===== src/hdl/assert_macros.svh =====
// Assertion helpers shared by the RTL.
`ifndef ASSERT_MACROS_SVH
`define ASSERT_MACROS_SVH
`ifndef SYNTHESIS
// Checked while out of reset.
`define FLR_ASSERT(lbl, clk, rst_n, prop, msg) \
    lbl: assert property (@(posedge clk) disable iff (!rst_n) prop) else $error(msg);
// Checked at every edge, reset included.
`define FLR_ASSERT_ALWAYS(lbl, clk, prop, msg) \
    lbl: assert property (@(posedge clk) prop) else $error(msg);
`else
`define FLR_ASSERT(lbl, clk, rst_n, prop, msg)
`define FLR_ASSERT_ALWAYS(lbl, clk, prop, msg)
`endif
`endif


===== src/hdl/flr_pkg.sv =====
`timescale 1ns / 1ps
package flr_pkg;

    localparam int RECORD_SLOTS  = 8;
    localparam int PAYLOAD_BYTES = 6;

    localparam int IDX_W  = $clog2(RECORD_SLOTS);
    localparam int CNT_W  = $clog2(RECORD_SLOTS + 2);
    localparam int PL_W   = 8 * PAYLOAD_BYTES;
    localparam int WORD_W = 64;

    localparam logic [CNT_W-1:0] FULL_CNT    = CNT_W'(RECORD_SLOTS);
    localparam logic [CNT_W-1:0] UNKNOWN_CNT = CNT_W'(RECORD_SLOTS + 1);

    localparam logic [1:0] REQ_READ    = 2'd0;
    localparam logic [1:0] REQ_APPEND  = 2'd1;
    localparam logic [1:0] REQ_COMPACT = 2'd2;

    localparam logic CFG_KEY_BASE     = 1'b0;
    localparam logic CFG_ERASED_VALUE = 1'b1;

    typedef struct packed {
        logic [1:0]  req_type;
        logic [47:0] payload_in;
        logic        op_fault;
    } flr_req_t;

    typedef struct packed {
        logic [7:0] key_base;
        logic [7:0] erased_value;
    } flr_cfg_t;

    typedef struct packed {
        logic             idle;
        logic             done;
        logic [CNT_W-1:0] count;
        logic [PL_W-1:0]  payload;
    } flr_status_t;

endpackage


===== src/hdl/flr_ram.sv =====
`timescale 1ns / 1ps
module flr_ram #(
    parameter int WIDTH = 64,
    parameter int DEPTH = 8
) (
    input  logic                     clk,
    input  logic                     we,
    input  logic [$clog2(DEPTH)-1:0] waddr,
    input  logic [WIDTH-1:0]         wdata,
    input  logic [$clog2(DEPTH)-1:0] raddr,
    output logic [WIDTH-1:0]         rdata
);

    logic [WIDTH-1:0] mem [DEPTH];

    always_ff @(posedge clk)
    begin
        if (we)
        begin
            mem[waddr] <= wdata;
        end
        rdata <= mem[raddr];
    end

endmodule


===== src/hdl/flr_engine.sv =====
`timescale 1ns / 1ps
`include "assert_macros.svh"
module flr_engine
    import flr_pkg::*;
(
    input  logic        clk,
    input  logic        rst_n,
    input  logic        req_take,
    input  flr_req_t    req,
    input  flr_cfg_t    cfg,
    input  logic        res_take,
    output flr_status_t stat
);

    typedef enum logic [2:0] {
        S_IDLE,
        S_SCAN,
        S_COMPACT,
        S_PROG_ISSUE,
        S_PROG_WR,
        S_DONE
    } state_t;

    state_t                  state_reg, state_next;
    logic [1:0]              type_reg, type_next;
    logic                    fault_reg, fault_next;
    logic [CNT_W-1:0]        count_reg, count_next;
    logic [CNT_W-1:0]        chk_reg, chk_next;
    logic [PL_W-1:0]         buffer_reg, buffer_next;
    logic [PL_W-1:0]         last_pl_reg, last_pl_next;
    logic [RECORD_SLOTS-1:0] erased_reg, erased_next;
    logic [7:0]              fill_reg, fill_next;

    logic              ram_we;
    logic [IDX_W-1:0]  ram_raddr;
    logic [IDX_W-1:0]  prog_idx;
    logic [IDX_W-1:0]  chk_idx;
    logic [WORD_W-1:0] ram_rdata;
    logic [WORD_W-1:0] fill_word;
    logic [WORD_W-1:0] scan_word;
    logic [WORD_W-1:0] prog_base;
    logic [WORD_W-1:0] prog_word;
    logic [7:0]        scan_key;
    logic [7:0]        prog_key;
    logic              slot_ok;
    logic              erase_now;

    assign prog_idx  = count_reg[IDX_W-1:0];
    assign chk_idx   = chk_reg[IDX_W-1:0];
    assign fill_word = {8{fill_reg}};

    // erased slots never touch the RAM contents; they read as the fill byte
    assign scan_word = erased_reg[chk_idx] ? fill_word : ram_rdata;
    assign scan_key  = cfg.key_base + 8'(chk_reg);
    assign slot_ok   = (scan_word[7:0] == scan_key)
                    && ((scan_word[7:0] ^ scan_word[15:8]) == 8'hFF);

    assign prog_base = erased_reg[prog_idx] ? fill_word : ram_rdata;
    assign prog_key  = cfg.key_base + 8'(count_reg);

    always_comb
    begin
        prog_word             = prog_base;
        prog_word[7:0]        = prog_key;
        prog_word[16 +: PL_W] = buffer_reg;
        prog_word[15:8]       = ~prog_key;
    end

    assign ram_we = (state_reg == S_PROG_WR);

    // scan issues the next slot while checking the current one
    always_comb
    begin
        unique case (state_reg)
            S_IDLE:  ram_raddr = '0;
            S_SCAN:  ram_raddr = IDX_W'(chk_reg + CNT_W'(1));
            default: ram_raddr = prog_idx;
        endcase
    end

    flr_ram #(
        .WIDTH(WORD_W),
        .DEPTH(RECORD_SLOTS)
    ) u_slots (
        .clk  (clk),
        .we   (ram_we),
        .waddr(prog_idx),
        .wdata(prog_word),
        .raddr(ram_raddr),
        .rdata(ram_rdata)
    );

    always_comb
    begin
        state_next   = state_reg;
        type_next    = type_reg;
        fault_next   = fault_reg;
        count_next   = count_reg;
        chk_next     = chk_reg;
        buffer_next  = buffer_reg;
        last_pl_next = last_pl_reg;
        erased_next  = erased_reg;
        fill_next    = fill_reg;
        erase_now    = 1'b0;

        unique case (state_reg)
            S_IDLE:
            begin
                if (req_take)
                begin
                    type_next  = req.req_type;
                    fault_next = req.op_fault;
                    chk_next   = '0;
                    unique case (req.req_type)
                        REQ_READ, REQ_COMPACT:
                        begin
                            state_next = S_SCAN;
                        end
                        REQ_APPEND:
                        begin
                            buffer_next = req.payload_in[PL_W-1:0];
                            if (req.op_fault)
                            begin
                                count_next = UNKNOWN_CNT;
                                state_next = S_DONE;
                            end
                            else
                            begin
                                if ((count_reg >= FULL_CNT) || (count_reg == '0))
                                begin
                                    erase_now  = 1'b1;
                                    count_next = '0;
                                end
                                state_next = S_PROG_ISSUE;
                            end
                        end
                        default:
                        begin
                            state_next = S_DONE;
                        end
                    endcase
                end
            end
            S_SCAN:
            begin
                if (slot_ok)
                begin
                    last_pl_next = scan_word[16 +: PL_W];
                    if (chk_reg == FULL_CNT - CNT_W'(1))
                    begin
                        count_next  = FULL_CNT;
                        buffer_next = scan_word[16 +: PL_W];
                        state_next  = (type_reg == REQ_READ) ? S_DONE : S_COMPACT;
                    end
                    else
                    begin
                        chk_next = chk_reg + CNT_W'(1);
                    end
                end
                else
                begin
                    if (scan_word[7:0] == cfg.erased_value)
                    begin
                        count_next = chk_reg;
                        if (chk_reg != '0)
                        begin
                            buffer_next = last_pl_reg;
                        end
                    end
                    else
                    begin
                        count_next = UNKNOWN_CNT;
                    end
                    state_next = (type_reg == REQ_READ) ? S_DONE : S_COMPACT;
                end
            end
            S_COMPACT:
            begin
                if ((count_reg > CNT_W'(1)) && (count_reg <= FULL_CNT))
                begin
                    if (fault_reg)
                    begin
                        count_next = UNKNOWN_CNT;
                        state_next = S_DONE;
                    end
                    else
                    begin
                        erase_now  = 1'b1;
                        count_next = '0;
                        state_next = S_PROG_ISSUE;
                    end
                end
                else
                begin
                    state_next = S_DONE;
                end
            end
            S_PROG_ISSUE:
            begin
                state_next = S_PROG_WR;
            end
            S_PROG_WR:
            begin
                erased_next[prog_idx] = 1'b0;
                count_next            = count_reg + CNT_W'(1);
                state_next            = S_DONE;
            end
            S_DONE:
            begin
                if (res_take)
                begin
                    state_next = S_IDLE;
                end
            end
            default:
            begin
                state_next = S_IDLE;
            end
        endcase

        // page erase: mark every slot erased, remember the fill byte
        if (erase_now)
        begin
            erased_next = '1;
            fill_next   = cfg.erased_value;
        end
    end

    always_ff @(posedge clk or negedge rst_n)
    begin
        if (!rst_n)
        begin
            state_reg   <= S_IDLE;
            count_reg   <= '0;
            buffer_reg  <= '0;
            erased_reg  <= '1;
            fill_reg    <= '0;
            type_reg    <= REQ_READ;
            fault_reg   <= 1'b0;
            chk_reg     <= '0;
        end
        else
        begin
            state_reg   <= state_next;
            count_reg   <= count_next;
            buffer_reg  <= buffer_next;
            erased_reg  <= erased_next;
            fill_reg    <= fill_next;
            type_reg    <= type_next;
            fault_reg   <= fault_next;
            chk_reg     <= chk_next;
        end
    end

    always_ff @(posedge clk)
    begin
        last_pl_reg <= last_pl_next;
    end

    assign stat.idle    = (state_reg == S_IDLE);
    assign stat.done    = (state_reg == S_DONE);
    assign stat.count   = count_reg;
    assign stat.payload = buffer_reg;

    `FLR_ASSERT(a_prog_bumps_count, clk, rst_n, (state_reg == S_PROG_WR) |=> (count_reg == $past(count_reg) + CNT_W'(1)), "program did not advance count")
    `FLR_ASSERT(a_done_count_range, clk, rst_n, (state_reg == S_DONE) |-> (count_reg <= UNKNOWN_CNT), "count out of range")
    `FLR_ASSERT(a_erase_marks_all, clk, rst_n, erase_now |=> (&erased_reg), "erase left a slot unmarked")
    `FLR_ASSERT(a_scan_idx_range, clk, rst_n, (state_reg == S_SCAN) |-> (chk_reg < FULL_CNT), "scan index past page")
    `FLR_ASSERT(a_take_only_idle, clk, rst_n, req_take |-> (state_reg == S_IDLE), "request taken while busy")

endmodule


===== src/hdl/flash_record_log_store.sv =====
`timescale 1ns / 1ps
// Read and compact walk the page with the one-slot-per-cycle scan; compact may then erase the
//   page and rewrite the last record. An append programs one slot, or ends at once on a fault or no-op.
// Throughput: one request in flight; the next is taken the cycle after the result enters
//   the output register.
// Reset (rst_n low, async): count 0, record buffer 0, every slot reads as erased with
//   fill byte 0, both config registers 0, no result pending. No RAM clearing pass.
`include "assert_macros.svh"
module flash_record_log_store
    import flr_pkg::*;
(
    input  logic        clk,
    input  logic        rst_n,

    // config write port
    input  logic        cfg_we,
    input  logic        cfg_index,
    input  logic [7:0]  cfg_data,

    // request channel
    input  logic        req_valid,
    output logic        req_stall,
    input  logic [1:0]  req_type,
    input  logic [47:0] payload_in,
    input  logic        op_fault,

    // result channel
    output logic        res_valid,
    input  logic        res_stall,
    output logic        status,
    output logic [3:0]  record_count,
    output logic [47:0] payload_out
);

    logic [7:0]  key_base_reg;
    logic [7:0]  erased_value_reg;

    logic        res_valid_reg, res_valid_next;
    logic        status_reg;
    logic [3:0]  record_count_reg;
    logic [47:0] payload_out_reg;

    flr_req_t    req;
    flr_cfg_t    cfg;
    flr_status_t stat;
    logic        req_take;
    logic        res_load;

    // Engine takes one request at a time; it accepts a new one only from idle.
    assign req_stall = !stat.idle;
    assign req_take  = req_valid && !req_stall;

    assign req.req_type   = req_type;
    assign req.payload_in = payload_in;
    assign req.op_fault   = op_fault;

    assign cfg.key_base     = key_base_reg;
    assign cfg.erased_value = erased_value_reg;

    // Output register frees the engine while the result waits for its transfer.
    assign res_load = stat.done && (!res_valid_reg || !res_stall);

    always_comb
    begin
        res_valid_next = res_valid_reg;
        priority if (res_load)
        begin
            res_valid_next = 1'b1;
        end
        else if (!res_stall)
        begin
            res_valid_next = 1'b0;
        end
    end

    flr_engine u_engine (
        .clk     (clk),
        .rst_n   (rst_n),
        .req_take(req_take),
        .req     (req),
        .cfg     (cfg),
        .res_take(res_load),
        .stat    (stat)
    );

    always_ff @(posedge clk or negedge rst_n)
    begin
        if (!rst_n)
        begin
            key_base_reg     <= '0;
            erased_value_reg <= '0;
            res_valid_reg    <= 1'b0;
        end
        else
        begin
            res_valid_reg <= res_valid_next;
            if (cfg_we)
            begin
                unique case (cfg_index)
                    CFG_KEY_BASE:     key_base_reg     <= cfg_data;
                    CFG_ERASED_VALUE: erased_value_reg <= cfg_data;
                endcase
            end
        end
    end

    // result payload, loaded on the engine handoff
    always_ff @(posedge clk)
    begin
        if (res_load)
        begin
            status_reg       <= (stat.count > FULL_CNT);
            record_count_reg <= 4'(stat.count);
            payload_out_reg  <= 48'(stat.payload);
        end
    end

    assign res_valid    = res_valid_reg;
    assign status       = status_reg;
    assign record_count = record_count_reg;
    assign payload_out  = payload_out_reg;

    `FLR_ASSERT(a_load_only_free, clk, rst_n, res_load |-> (!res_valid_reg || !res_stall), "result overwritten before transfer")
    `FLR_ASSERT(a_busy_after_take, clk, rst_n, req_take |=> req_stall, "engine idle right after request")
    `FLR_ASSERT_ALWAYS(a_reset_no_result, clk, !rst_n |-> !res_valid, "result valid during reset")

endmodule

===== config.mk =====
export PLATFORM = sky130hd
export DESIGN_NAME = flash_record_log_store
export DESIGN_NICKNAME = d
export VERILOG_FILES = /design/src/hdl/flr_pkg.sv /design/src/hdl/flr_ram.sv /design/src/hdl/flr_engine.sv /design/src/hdl/flash_record_log_store.sv
export VERILOG_INCLUDE_DIRS = /design/src /design/src/hdl
export SDC_FILE = /design/constraint.sdc
export NUM_CORES = 1
export LEC_CHECK = 0
export ABC_AREA = 1
export BUFFER_PORTS_ARGS = -buffer_cell sky130_fd_sc_hd__buf_2
export CAP_MARGIN = 20
export CORE_MARGIN = 1
export CORE_UTILIZATION = 56
export DETAILED_ROUTE_END_ITERATION = 12
export PLACE_DENSITY = 0.79
export SLEW_MARGIN = 5
export SYNTH_ARGS = -nofsm -noshare
export SYNTH_HDL_FRONTEND = slang
export SYNTH_SLANG_ARGS = --single-unit

===== constraint.sdc =====
create_clock -name clk -period 5.4 [get_ports clk]
set_input_delay 0.81 -clock clk [delete_from_list [all_inputs] [get_ports clk]]
set_output_delay 0.81 -clock clk [all_outputs]
set_load 0.02 [all_outputs]

* After elaboration in Yosys (flattened, before gate mapping)
Memory sizes are Yosys's and may differ from the RTL's. A register that Yosys moved wholly into a read port is not among the register bits.
Cells that the tools add are included.
Widths: inputs -> output; s select.
** Operators by class
- Add/subtract/negate cells :: 4
- Multiply operators :: 0
- Div/mod/pow operators :: 0
- Magnitude comparators :: 7
- Eq/ne operators :: 22
- Shifts and indexed selects :: 0
- Multiplexer cells :: 50
- Bitwise gates (word level) :: 5
- Reductions and logical operators :: 27
** Operators by type and width (count)
- $mux 48 :: 6
- $pmux 48 s2 :: 1
- $mux 64 :: 1
- $mux 4 :: 12
- $mux 3 :: 8
- $pmux 3 s6 :: 1
- $add 8x4->8 :: 2
- $eq 8x8->1 :: 2
- $mux 8 :: 2
- $not 8->8 :: 2
- $pmux 4 s4 :: 1
- $mux 1 :: 12
- $ne 2x1->1 const B :: 6
- $pmux 3 s2 :: 2
- $reduce_and 6->1 :: 2
- $add 4x1->4 const B :: 2
- $and 8x8->8 :: 1
- $eq 8x8->1 const B :: 1
- $lt 3x4->1 const B :: 2
- $pmux 4 s2 :: 1
- $reduce_and 2->1 :: 4
- $reduce_bool 4->1 :: 2
- $xor 8x8->8 :: 1
- $eq 3x2->1 const B :: 2
- 28 further kinds :: 39
** Word-level totals
- Flip-flop bits (word level) :: 196
- Bits in latches :: 0
- Bits in writable memories :: 512
- Memory bits (read-only) :: 0
- Input port bits :: 65
- Output and inout bits :: 55
- Word-level logic and storage cells :: 131
- Memories kept :: 1
** Memory list
- u_engine.u_slots.mem :: words 8, bits a word 64, read ports 1, clocked after memory_dff 1, wr ports 1, line flr_ram.sv:14 : logic [WIDTH-1:0] mem [DEPTH];

* Longest topological paths before layout
Gate-level depths: netlist (run 1).
- Word-level depth :: 8
- Depth in mapped cells :: 22
- Gate-level depth less buffers :: 20

* By module
From an unflattened synthesis (run 1), not the netlist that was laid out.
** Second synthesis, totals
- Cell total of the unflattened synthesis :: 3510
- Area, all modules :: 34131.5 sq um
** By module, submodules not included
- flr_ram :: times used 1, cells an instance 2294, area an instance 23657.7 sq um, seq. area each 16656.0 sq um
- flr_engine :: times used 1, cells an instance 1081, area an instance 8150.3 sq um, seq. area each 3403.3 sq um
- flash_record_log_store :: times used 1, cells an instance 135, area an instance 2323.5 sq um, seq. area each 2016.9 sq um

* Worst setup path before layout (run 1)
Ideal clock, no wire load.
- Path type :: register to register
- From :: register u_engine.state_reg[1]
- To :: memory u_engine.u_slots.mem[6][0] (enable)
- Library setup time :: 566 ps
- Arrival :: 5403 ps
- Required time :: 4834 ps
- Slack :: -570 ps
- Stages on the path, launching flop included :: 6
- Buffers on the path :: 0
- Clock period less this slack :: 5970 ps
- Path through :: dfrtp_1 -> nor2_1 -> inv_1 -> nor2_1 -> nand2_1 -> nor3_1
** Between the ends
- Longest elaborated chain between the ends :: 3
** Ends and longest elaborated chain
- start: declaration :: line flr_engine.sv:24 : state_t state_reg, state_next;
- start signal: assignment :: line flr_engine.sv:244 : state_reg <= state_next;
- $eq 3x3->1 :: line flr_engine.sv:69 : assign ram_we = (state_reg == S_PROG_WR);
- $mux 1 :: line flr_ram.sv:18 : if (we)
- $mux 1 (not written as such) :: line flr_ram.sv:20 : mem[waddr] <= wdata;
- end: declaration :: line flr_ram.sv:14
Every way passes these cells.

* Final worst setup path (run 1)
- From :: register u_engine.chk_reg[0]
- To :: register u_engine.last_pl_reg[44] (enable)
** Between the ends
- Longest elaborated chain between the ends :: 7
- Elaborated cells on any way between the ends :: 9
- Those cells by class :: add/sub (1); eq/ne (2); mux (3); bitwise (1); reduce/logical (2)
** Ends and longest elaborated chain
- start: declaration :: line flr_engine.sv:28 : logic [CNT_W-1:0] chk_reg, chk_next;
- start signal: assignment :: line flr_engine.sv:251 : chk_reg <= chk_next;
- $bmux 1 s3 :: line flr_engine.sv:53 : assign scan_word = erased_reg[chk_idx] ? fill_word : ram_rdata;
- $mux 1 (not written as such) :: line flr_engine.sv:53
- $mux 64 :: line flr_engine.sv:53
- $xor 8x8->8 :: line flr_engine.sv:56 : && ((scan_word[7:0] ^ scan_word[15:8]) == 8'hFF);
- $eq 8x8->1 :: line flr_engine.sv:56
- $logic_and 1x1->1 (*) :: line flr_engine.sv:56
- $reduce_and 2->1 (no line) (*)
- end signal: assignment :: line flr_engine.sv:257 : last_pl_reg <= last_pl_next;
- end: declaration :: line flr_engine.sv:30 : logic [PL_W-1:0] last_pl_reg, last_pl_next;
Mark *: on every way between the ends. The rest lies on a longest branch, timed or not. The select of a mux whose other input is x is not followed.
A chain may end at the register's enable or synchronous reset.

==> results.json, run 1 <==
{
  "vias": 21870,
  "synth.avg_cell_area_sq_um": 11.32,
  "grt_max_degree": 145,
  "ant_nets": 0,
  "r2r_start": "u_engine.chk_reg[0]$_DFFE_PN0P_",
  "hp-class": "input pin to async pin",
  "seq_area_frac_synth": 0.7092,
  "tightest_slew_ns": 1.122,
  "skew_ns": 0.03603,
  "layout-drive-gt1-share": 0.1127,
  "cts_root_buffer": "clkbuf_16",
  "cap_violations": 0,
  "cp-end-kind": "flip-flop",
  "wl_um": 78510,
  "r2r_slack_ns": 0.84,
  "cp_max_fo": 69,
  "cts-resized-gates": 0,
  "synth_compound_area_frac": 0.07846,
  "rsz0062_at_grt": "false",
  "yosys-top-cells-area": "edfxtp_1 59%, dfrtp_1 7.0%, nor2_1 6.2%, nand2_1 5.3%, o21ai_0 4.9%",
  "finalSetupViolations": 0,
  "row_count": 86,
  "leakage_nw": 13.37,
  "gr-total-overflow": 0,
  "ys_warn_count": 0,
  "die_width_um": 237.8,
  "synthXorXnorAreaFrac": 0.005909,
  "grt_pass1_wl_um": 119500,
  "top_register": "u_engine.u_slots.mem",
  "fp.dieH_um": 237.8,
  "r2r-end": "u_engine.last_pl_reg[44]$_DFFE_PP_",
  "power_density_nw_per_um2": 667.9,
  "hold_viol": 0,
  "drtIter0Drc": 2805,
  "reg2regPathDepth": 14,
  "post-cts-setup-buffers": 0,
  "port_buffers": 119,
  "dpl.hpwl_um": 43820,
  "synth.area.mux_share": 0,
  "final_cells": 3640,
  "reg_top3": "u_engine.u_slots.mem (512), u_engine.u_slots.rdata (64)",
  "grt_usage": 0.2788,
  "dp_cells": 3497,
  "largest_reg_flops": 512,
  "ios": 120,
  "finalMaxSlewViolations": 0,
  "hold-worst-slack_ns": 0.3328,
  "die-area_sq_um": 56530,
  "p_total_w": 0.02339,
  "synthToLayoutAreaGrowth_pct": 12.52,
  "synth_simple_gate_area_frac": 0.1653,
  "syn_inst": 2750,
  "start_util": 0.5661,
  "ir_worst_vdd_mv": 0.4658,
  "numCtsBuffers": 76,
  "tritoncts": "yes",
  "clock_latency_ns": 0.65,
  "path_clk_slew_ns": 0.06,
  "place_congestion": 0.9309,
  "ys_ff_latch": 772,
  "cp.arrival_ns": 4.80,
  "cts_max_level": 3,
  "cts_max_path_buffers": 3,
  "status": "completed",
  "synth_top_family_by_area": "simple AND/OR/NAND/NOR gates",
  "cts.sinks": 772,
  "synth_area_sq_um": 31130,
  "yosysTopAreaCell": "edfxtp_1",
  "synth_cell_types": 43,
  "drc": 0,
  "antenna_found_initial": 0,
  "cts_hold_buffers": 0,
  "via_per_inst": 6.009,
  "wl_per_cell_um": 21.57,
  "coreArea_sq_um": 54990,
  "synthAdderAreaFrac": 0.006914,
  "antennaDiodeCount": 0,
  "relSlewSlack": 0.2520,
  "final.min_clock_period_ns": 4.564,
  "grt_pass1_vias": 20920,
  "critPathLaunchType": "flip-flop",
  "post-route-period-util": 0.8451,
  "synth_nets": 2831,
  "yosys.area.top_type_share": 0.5914,
  "worstPathRequired_ns": 5.64,
  "crit_type": "flip-flop to flip-flop",
  "max_freq_mhz": 219.1,
  "dr.pass1.iters": 6,
  "nets": 2910
}
## area by class of cell
cell class                 count  area, sq um
timing repair buffer         154        950.9
sequential                   772        22080
tap                          748        935.9
inverter                     104        396.6
fill                        3919        19960
clock inverter                40        427.9
multi-input combinational   1721         8109
clock buffer                 101         2127
## Yosys cell counts (all sizes together)
cell	number
xnor2	4
nor2	513
nand4	7
xor2	17
nor3b	1
a31oi	68
dfxtp	64
a22oi	2
nor4	1
o22ai	65
o21ai	303
nand3	251
ha	14
inv	104
edfxtp	613
nand2	439
buf	36
dfstp	8
dfrtp	87
a21o	1
nor3	12
or2	1
o211ai	1
and3	1
a21oi	9
fa	2
o21bai	1
o21a	1
clkbuf	117
nand3b	7
## worst max path at each step
| stage | from | end | slack [ns] | cells past startpoint |
|---|---|---|---|---|
| CTS | u_engine.chk_reg[0]$_DFFE_PN0P_ | u_engine.last_pl_reg[31]$_DFFE_PP_ | 0.87 | 14 |
| finish | u_engine.chk_reg[0]$_DFFE_PN0P_ | u_engine.last_pl_reg[44]$_DFFE_PP_ | 0.84 | 14 |
| global route | u_engine.chk_reg[0]$_DFFE_PN0P_ | u_engine.last_pl_reg[30]$_DFFE_PP_ | 0.52 | 14 |
| detailed placement | u_engine.chk_reg[0]$_DFFE_PN0P_ | u_engine.last_pl_reg[31]$_DFFE_PP_ | 0.86 | 14 |
| floorplan | u_engine.state_reg[1]$_DFFE_PN0P_ | u_engine.u_slots.mem[3][0]$_DFFE_PP_ | -0.56 | 5 |
| global placement | u_engine.chk_reg[0]$_DFFE_PN0P_ | u_engine.last_pl_reg[37]$_DFFE_PP_ | 0.98 | 14 |
## critical path, stage by stage (launching register included)
cell      delay, ns
dfrtp_1        0.50
inv_2          0.16
nand2_1        0.07
nand3_1        0.12
nand3_4        0.26
nand2_4        0.70
nand2_1        0.22
nand3b_1       0.24
inv_2          0.04
nor2_1         0.11
nand2_1        0.09
nor2_4         0.10
buf_4          0.48
nand2_1        0.17
inv_2          0.84
## routing by layer
| metal | share of wire | up-vias | global-route usage |
|---|---|---|---|
| li1 | - | 9772 | - |
| met1 | 0.39 | 10600 | 0.3795 |
| met2 | 0.47 | 1292 | 0.4425 |
| met3 | 0.093 | 205 | 0.04250 |
| met4 | 0.043 | 0 | 0.1345 |
| met5 | 0 | - | 0 |
## placed cells by master, fill, tap and decap left out, types with 3 or more instances in the layout
cell	Yosys	layout
nand4_1	7	7
clkinv_1	0	11
nor3_2	1	3
buf_12	0	4
nand3_1	235	234
inv_2	5	6
a31oi_1	68	68
clkbuf_8	0	11
inv_1	99	96
nor2_1	510	506
dfxtp_1	64	64
nand3_4	3	3
dfrtp_1	87	87
xor2_1	17	17
o21ai_0	302	300
dfstp_2	8	8
buf_4	3	30
buf_2	11	118
clkbuf_16	0	77
nor3_1	11	7
clkbuf_1	117	13
ha_1	14	14
o22ai_1	65	65
edfxtp_1	613	613
inv_16	0	3
a21oi_1	8	7
nand2_1	436	435
nand2_2	2	3
nand3_2	13	14
nand3b_1	7	7
xnor2_1	4	4
nor2_4	1	5
bufinv_16	0	6
clkinv_2	0	16
o21ai_4	0	3
## stage by stage
step           setup TNS [ns]  instance area [sq um]  setup WS, ns    util
2_1_floorplan         -108.09                  31130       -0.5551       -
3_3_place_gp                0                  32410        0.9784  0.5895
3_5_place_dp                0                  32410        0.8642  0.5895
4_1_cts                     0                  34970        0.8665  0.6360
5_1_grt                     0                  35020        0.5238  0.6370
6_report                    0                  35020        0.8365  0.6370
## report_power, final
part / internal (W) / switching [W]
clock: 0.00309 / 0.00228
sequential: 0.00824 / 0.000897
combinational: 0.00248 / 0.00640
total: 0.0138 / 0.00957
## kinds of logic (layout without fill, tap and decap cells)
family / Yosys count / in the layout
and+or+nand+nor: 1233 / 1233
DFF: 772 / 772
AOI/OAI and AO/OA: 451 / 451
buffers and inverters: 257 / 399
xor gates and xnor gates: 21 / 21
adders and majority gates: 16 / 16
Power figures use the tool's default switching activity.
==> inputs of run 2 (changes only) <==
Clock period 5.4 ns to 3.9 ns, I/O delays scaled along.
==> run 2 against run 1 <==
  * Via count down 1.4%
  * Global-route usage about the same
  * Clock-buffer cell count shrank 2
  * Register-to-register slack worse by 0.48 ns
  * Total power up 38%
  * Cell count up 0.33%
  * Fmax grew 29%
  * Largest cell class unchanged
==> results.json, run 2 (same netlist as run 1, synthesis figures left out) <==
{
  "antenna_found_initial": 0,
  "ios": 120,
  "drtIter0Drc": 2632,
  "met1_usage": 0.3738,
  "cts_max_level": 3,
  "vias": 21570,
  "top_register": "u_engine.u_slots.mem",
  "cts_max_path_buffers": 3,
  "rsz0062_at_grt": "false",
  "row_count": 86,
  "numCtsBuffers": 74,
  "synthToLayoutAreaGrowth_pct": 13.05,
  "hold_viol": 0,
  "grt_max_degree": 147,
  "post-route-period-util": 0.9079,
  "hp-class": "input pin to flip-flop",
  "leakage_nw": 13.44,
  "fp.dieH_um": 237.8,
  "final.min_clock_period_ns": 3.541,
  "grt_use_met3": 0.04854,
  "p_int_w": 0.01913,
  "use_met2": 0.4501,
  "dr.pass1.iters": 6,
  "relSlewSlack": 0.2289,
  "nets": 2926,
  "cp.arrival_ns": 4.09,
  "start_util": 0.5661,
  "p_total_w": 0.03237,
  "cp-end-kind": "flip-flop",
  "cts.sinks": 772,
  "crit_slowest_cell": "dfrtp_1",
  "gr-total-overflow": 0,
  "seqPwrFrac": 0.391,
  "ir_worst_vdd_mv": 0.9102,
  "tritoncts": "yes",
  "p_sw_w": 0.01324,
  "port_buffers": 119,
  "combinationalPowerShare": 0.388,
  "antennaDiodeCount": 0,
  "status": "completed",
  "cap_violations": 0,
  "skew_ns": 0.03149,
  "finalMaxSlewViolations": 0,
  "finalSetupViolations": 0,
  "largest_reg_flops": 512,
  "cp_max_fo": 48,
  "place_congestion": 0.9512,
  "cp_cell_sequence": "ha_1 > inv_1 > fa_1 > inv_1 > nand3_1 > nand2_1 > nand2_1 > nand2_1 > nand2_1 > inv_1 > nand3_1 > nand2_1 > nor2_1 > nand2_1 > nor2_4 > nor2_2 > nand2_1 > nand3_2 > buf_4 > nand2_1 > nand2_1",
  "postLayoutCellArea_sq_um": 35190,
  "wl_per_cell_um": 21.46,
  "die-area_sq_um": 56530,
  "critPathLaunchType": "flip-flop",
  "max_freq_mhz": 282.4,
  "post-cts-setup-buffers": 0,
  "grt_usage": 0.2785,
  "worstPathRequired_ns": 4.45,
  "ant_nets": 0,
  "layout-drive-gt1-share": 0.1147,
  "path_delay_family": "simple AND/OR/NAND/NOR gates",
  "tightest_slew_ns": 1.157,
  "dpl.hpwl_um": 44610,
  "path_clk_slew_ns": 0.07,
  "die_width_um": 237.8,
  "cts_root_buffer": "clkbuf_16",
  "grt_pass1_wl_um": 119300,
  "switching_share": 0.4091,
  "postPlaceCellArea_sq_um": 32740,
  "worst_path_largest_cell_delay_ns": 0.53,
  "via_per_inst": 5.906,
  "drc": 0,
  "clkPwrFrac": 0.221,
  "power_density_nw_per_um2": 919.9,
  "coreArea_sq_um": 54990,
  "wl_um": 78390,
  "crit_type": "flip-flop to flip-flop",
  "final_common_cell": "edfxtp_1",
  "final_cell_mix": "613 x edfxtp_1, 506 x nor2_1, 435 x nand2_1, 300 x o21ai_0, 234 x nand3_1",
  "clock_latency_ns": 0.63,
  "critPathMostFrequentCell": "nand2_1",
  "hold-worst-slack_ns": 0.2380,
  "path_buf_inv": 4,
  "reg_top3": "u_engine.u_slots.mem (512), u_engine.u_slots.rdata (64)",
  "grt_pass1_vias": 20900,
  "grt.busiest_layer": "met2"
}
-- run 2: final cells by class --
type / count / area (sq um)
Sequential cell: 772 / 22080
Fill cell: 3902 / 19800
Multi-Input combinational cell: 1721 / 8128
Clock buffer: 99 / 2041
Timing Repair Buffer: 172 / 1244
Tap cell: 748 / 935.9
Inverter: 104 / 396.6
Clock inverter: 36 / 369.1
-- run 2: per-stage QoR --
step	setup TNS [ns]	worst slack, ns	cells	utilization
global route	0	0.05718	3652	0.6400
finish	0	0.3591	3652	0.6400
CTS	0	0.4056	3650	0.6393
detailed placement	0	0.4489	3515	0.5955
floorplan	-69.18	-0.3235	2750	-
global placement	0	0.5659	3515	0.5955
-- run 2: worst paths after layout --
path / start / end / slack (ns) / depth (start not counted)
min: req_type[1] / u_engine.type_reg[1]$_DFFE_PN0P_ / 0.24 / 3
max: u_engine.chk_reg[0]$_DFFE_PN0P_ / u_engine.buffer_reg[12]$_DFFE_PN0P_ / 0.36 / 21
min reg2reg: u_engine.erased_reg[3]$_DFFE_PN1P_ / u_engine.erased_reg[3]$_DFFE_PN1P_ / 0.51 / 2
max in group asynchronous: rst_n / u_engine.buffer_reg[20]$_DFFE_PN0P_ / 2.49 / 4
min in group asynchronous: rst_n / u_engine.chk_reg[0]$_DFFE_PN0P_ / 0.48 / 2
max reg2reg: u_engine.chk_reg[0]$_DFFE_PN0P_ / u_engine.buffer_reg[12]$_DFFE_PN0P_ / 0.36 / 21
-- run 2: worst register-to-register path, cell delays in order (launching register included) --
cell     delay [ns]
dfrtp_1        0.53
ha_1           0.26
inv_1          0.06
fa_1           0.39
inv_1          0.09
nand3_1        0.06
nand2_1        0.14
nand2_1        0.07
nand2_1        0.05
nand2_1        0.07
inv_1          0.05
nand3_1        0.12
nand2_1        0.11
nor2_1         0.04
nand2_1        0.10
nor2_4         0.07
nor2_2         0.28
nand2_1        0.11
nand3_2        0.09
buf_4          0.48
nand2_1        0.18
nand2_1        0.12
-- run 2: per-layer routing --
metal	vias to the layer above	wire length, um	share of wire
met3	194	6971	0.089
li1	9802	-	-
met5	-	0	0
met2	1114	37530	0.48
met4	0	2841	0.036
met1	10460	31040	0.40
-- run 2: power by group through the flow --
stage / clock network, W / logic, W / registers (W)
finish: 0.00715 / 0.0126 / 0.0127
global route: 0.00750 / 0.0139 / 0.0128
CTS: 0.00720 / 0.0124 / 0.0126
detailed placement: 0 / 0.0123 / 0.0127
global placement: 0 / 0.0119 / 0.0127
floorplan: 0 / 0.00849 / 0.0125
-- run 2: timing repair --
action | CTS | global route
endpoints found under the hold margin | 0 | 28
resized for setup | 0 | 0
hold buffers | 0 | 1
